**config.mk**
```make
export PLATFORM = sky130hd
export DESIGN_NAME = msb_ctrl
export DESIGN_NICKNAME = d
export VERILOG_FILES = /design/src/hw/rtl/msb_pkg.sv /design/src/hw/rtl/msb_ctrl.sv
export SDC_FILE = /design/constraint.sdc
export NUM_CORES = 1
export LEC_CHECK = 0
export ABC_AREA = 1
export BUFFER_PORTS_ARGS = -buffer_cell sky130_fd_sc_hd__buf_2
export CAP_MARGIN = 30
export CORE_AREA = 2 2 39 41
export DETAILED_ROUTE_END_ITERATION = 8
export DIE_AREA = 0 0 41 43
export PLACE_DENSITY_LB_ADDON = 0.08
export SLEW_MARGIN = 5
export SYNTH_ARGS = -nofsm -noshare
export SYNTH_HDL_FRONTEND = slang
export SYNTH_SLANG_ARGS = --single-unit
```
**constraint.sdc**
```tcl
create_clock -name clock -period 0.8 [get_ports clock]
set_input_delay 0.12 -clock clock [delete_from_list [all_inputs] [get_ports clock]]
set_output_delay 0.12 -clock clock [all_outputs]
set_load 0.005 [all_outputs]
```
**src/hw/rtl/msb_pkg.sv**
```systemverilog
package msb_pkg;

   localparam int MAX_ITEMS = 64;
   localparam int DATA_W    = 32;
   localparam int ADDR_W    = $clog2(MAX_ITEMS);
   localparam int CNT_W     = $clog2(MAX_ITEMS + 1);

   typedef enum logic [2:0] {
      ST_IDLE,
      ST_PASS_INIT,
      ST_RUN_INIT,
      ST_READ,
      ST_MERGE,
      ST_EMIT_RD,
      ST_EMIT_OUT
   } msb_state_type;

   // commands from controller to datapath
   typedef struct packed {
      logic load;        // accept one item into the store
      logic pass_init;   // start a merge pass at the first run
      logic run_init;    // set up bounds of the current run pair
      logic merge_step;  // write one merged element
      logic next_run;    // advance to the next run pair
      logic pass_end;    // swap banks, double the run width
      logic emit_init;   // point at the first sorted element
      logic emit_step;   // advance to the next sorted element
      logic finish;      // clear set state after the last result
   } msb_cmd_type;

   // status from datapath to controller
   typedef struct packed {
      logic width_done;  // run width covers the whole set
      logic run_end;     // current element closes the run pair
      logic set_end;     // current run pair closes the pass
      logic emit_last;   // current result is the final one
   } msb_stat_type;

endpackage

```
**src/hw/rtl/msb_ctrl.sv**
```systemverilog
module msb_ctrl (
   input  logic                  clock,
   input  logic                  reset,
   input  logic                  start,
   input  logic                  req_last,
   input  msb_pkg::msb_stat_type stat,
   output msb_pkg::msb_cmd_type  cmd,
   output logic                  busy,
   output logic                  rsp_valid
);
   import msb_pkg::*;

   msb_state_type state_ff, state_in;

   always_ff @(posedge clock) begin
      if (reset) begin
         state_ff <= ST_IDLE;
      end else begin
         state_ff <= state_in;
      end
   end

   always_comb begin
      state_in  = state_ff;
      cmd       = '0;
      busy      = 1'b1;
      rsp_valid = 1'b0;
      case (state_ff)
         ST_IDLE: begin
            busy = 1'b0;
            if (start) begin
               cmd.load = 1'b1;
               if (req_last) begin
                  state_in = ST_PASS_INIT;
               end
            end
         end
         ST_PASS_INIT: begin
            if (stat.width_done) begin
               cmd.emit_init = 1'b1;
               state_in      = ST_EMIT_RD;
            end else begin
               cmd.pass_init = 1'b1;
               state_in      = ST_RUN_INIT;
            end
         end
         ST_RUN_INIT: begin
            cmd.run_init = 1'b1;
            state_in     = ST_READ;
         end
         ST_READ: begin
            state_in = ST_MERGE;
         end
         ST_MERGE: begin
            cmd.merge_step = 1'b1;
            if (!stat.run_end) begin
               state_in = ST_READ;
            end else if (stat.set_end) begin
               cmd.pass_end = 1'b1;
               state_in     = ST_PASS_INIT;
            end else begin
               cmd.next_run = 1'b1;
               state_in     = ST_RUN_INIT;
            end
         end
         ST_EMIT_RD: begin
            state_in = ST_EMIT_OUT;
         end
         ST_EMIT_OUT: begin
            rsp_valid = 1'b1;
            if (stat.emit_last) begin
               cmd.finish = 1'b1;
               state_in   = ST_IDLE;
            end else begin
               cmd.emit_step = 1'b1;
               state_in      = ST_EMIT_RD;
            end
         end
         default: begin
            state_in = ST_IDLE;
         end
      endcase
   end

endmodule

```
==> impl_results.md <==
- Synth Instances: 55
- Leakage power: 0.3444 nW
- NumNets Final: 90
- Slew margin rel.: 86.74%
- PwrDens: 2129 mW/mm²
- Share of cells above drive strength 1: between 50% and 60%
- Worst vdd ir: 0.0007599 V
- Final hold vios: 0
- Ys async rst share: 0%
- First-pass GRT wire length: roughly 1.1 mm
- CTS Buf Count: 3
- Hold Crit Endpoint: state_ff[2]
- Clk slew on worst S/H paths: 0.04 ns
- Mapped Nets: 63
- WHS Path Cells: 2
- Worst-path cell chain: buf_4 > nor2_4 > nand2_2 > nor3_2 > buf_2
- Sw Share: 39.42%
- H-tree levels: 1
- Worst path buffer plus inverter count: 2
- Critical path arrival: around 1.1 ns
- CTS root buffer: clkbuf_4
- Pins Over Slew Limit: 0
- Slowest cell on the critical path: dfxtp_2
- Hpwl dp: around 640 µm
- DR iter-0 viols: 2
- Total iterations of the first detailed-routing run: 2
- Maxcap violations: 0
- Final setup viols: 14
- Total net switching power: roughly 0.00043 W
- Residual DRC count: 0
- Antenna violations before repair: 0
- Logic pwr share: about 52%
- Die Height: ~43 µm
- Drt wl/cell: between 8 and 9 µm
- Delay-heaviest family, CP: flip-flops
- CP peak stage delay: 0.31 ns
- Largest net degree at the start of global routing: 9
- Int Power: 0.0006553 W
- Fin crit period: about 1.2 ns
- Sequential area share after synthesis: between 20% and 30%
- Vias in the first global route: 280
- Biggest regs: state_ff x3
- R2r endpoint: state_ff[0]
- Clk sinks: 3
- Most flop-heavy register: state_ff
- Hold Path Class: in2reg
- # diodes: 0
- RSZ-0062 raised after global routing: true
- Synthesis Warnings: 0
- R2r worst-path depth: 7
- Number of flip-flops in the largest register: 3
- Synth cell count leaders: inv_1 (13), nand2_1 (12), nor2_1 (11), nand3_1 (7), dfxtp_1 (3)
- CTS tree: built
- Synth area leader: dfxtp_1
- Mean Syn Cell Area: approximately 5.2 µm²
- FP Rows: 14
- Area of the mapped netlist: roughly 290 µm²
- Crit Path Class: reg2out
- Share of power burned in registers: 23.8%
- CP max FO: 4
- Most common cell in the synthesized netlist: inv_1
- Number of flops mapped to enable cells by yosys: 0
- DIE AREA: ~0.0018 mm²
- Slew @ Worst Pin: 0.1968 ns
- Gp weighted congestion: 0.7108
- Fin util: 36.71%
- Final period util: 152.0%
- Yosys reg bits: 3
- # fillers: ~160
- Hold_sp: reset
- Final std cell area, no fill: 508.0 µm²
- Synth top area share: approximately a fifth
- Clock Skew: ~0.0021 ns
- Vias: 389
- Critical path endpoint category: primary output
- DP Area: 405.4 µm²
- Worst Slack Setup Final: -0.4159 ns
- Leading post-synthesis cells by cell area: dfxtp_1 (21%), inv_1 (17%), nand2_1 (16%)
- CORE AREA: approximately 0.0014 mm²
- Max Freq: approximately 820 MHz
- Total track usage: 9.920%
- Initial Utilization: about a fifth
- Die X-Extent: approximately 41 µm
- Pwr Total: between 0.001 and 0.0015 W
- Failing checks: setup timing
- Grt ovf: 0
- Boundary Pins: 19
- I/O Buffers: 18
- R2R Path Start: state_ff[1]
- Routed wire length: 787 µm
- R2R Setup Slk: -0.27 ns
- Worst Path Required: between 0.6 and 0.7 ns
- Final ANT Viol Nets: 0
- Insertion delay to the later sink of the worst-skew pair: between 0.2 and 0.25 ns
- Netlist cell types: 12
- Main flop type after synthesis: dfxtp_1
- Status: complete, but fails checks
- Via/cell ratio: 4.010
- Clock Path Buffers: 2
- Clk pwr share: 24.1%
- Startpoint Class: flip-flop
- Area Overhead vs Synth: 76.52%
cell type report:
type / instances / area, µm² / share of cell area, %
repair buffers: 24 / 138.9 / 27.34
multi-input cells: 35 / 190.2 / 37.44
well taps: 16 / 20.02 / 3.941
clock buffers: 4 / 26.28 / 5.172
flip-flops and latches: 3 / 68.82 / 13.55
inverters: 15 / 63.81 / 12.56
power groups by stage:
stage	sequential [W]	combinational [W]	clock (W)
detailed placement	0.000235	0.000441	0
global route	0.000264	0.000634	0.000290
CTS	0.000252	0.000540	0.000277
global placement	0.000235	0.000446	0
finish	0.000258	0.000564	0.000260
floorplan	0.000211	0.000321	0
stage by stage:
stage | hold WS, ns | worst slack [ns] | cells | setup TNS (ns)
6_report | 0.07964 | -0.4159 | 97 | -4.537
5_1_grt | 0.06970 | -0.4897 | 97 | -5.478
2_1_floorplan | 0.1924 | -0.09531 | 55 | -0.3854
3_3_place_gp | 0.3265 | -0.2628 | 89 | -2.647
4_1_cts | 0.07132 | -0.4121 | 96 | -4.700
3_5_place_dp | 0.3292 | -0.2452 | 89 | -2.591
worst max-delay path by stage:
stage / from / end / slack (ns) / cells past startpoint
after global placement: state_ff[2] / state_ff[1] / -0.26 / 5
after CTS: state_ff[1] / cmd[8] / -0.41 / 7
after floorplan: state_ff[1] / cmd[8] / -0.1 / 6
after global routing: state_ff[1] / cmd[8] / -0.49 / 7
final: state_ff[1] / cmd[4] / -0.42 / 5
after detailed placement: state_ff[2] / state_ff[0] / -0.25 / 5
repair_timing:
item	in CTS	in global routing
pin swaps	6	3
buffers inserted	3	1
gates resized for setup	11	5
hold buffers	0	0
endpoints found under the setup margin	14	14
layer usage:
metal	GRT usage, %	part of all wire, %	vias up
met3	4.712	8.0	0
met2	14.37	49	16
met1	11.18	43	156
met5	0	0	-
met4	6.000	0	0
li1	-	-	217
kinds of logic (layout without fill, tap and decap cells):
logic type | count (synthesis) | in the layout | share of synthesized area [%]
buf+inv | 17 | 43 | 25.22
simple gates | 34 | 34 | 52.17
flops | 3 | 3 | 20.87
compound gates | 1 | 1 | 1.737
layout by cell type (no fill, tap or decap), drive strengths merged:
cell	instances
inv	15
nor2	12
nor3	1
o21ai	1
buf	24
nand3	7
nand4	2
dfxtp	3
nand2	12
clkbuf	4
No activity file was read; power rests on OpenSTA's default activity.
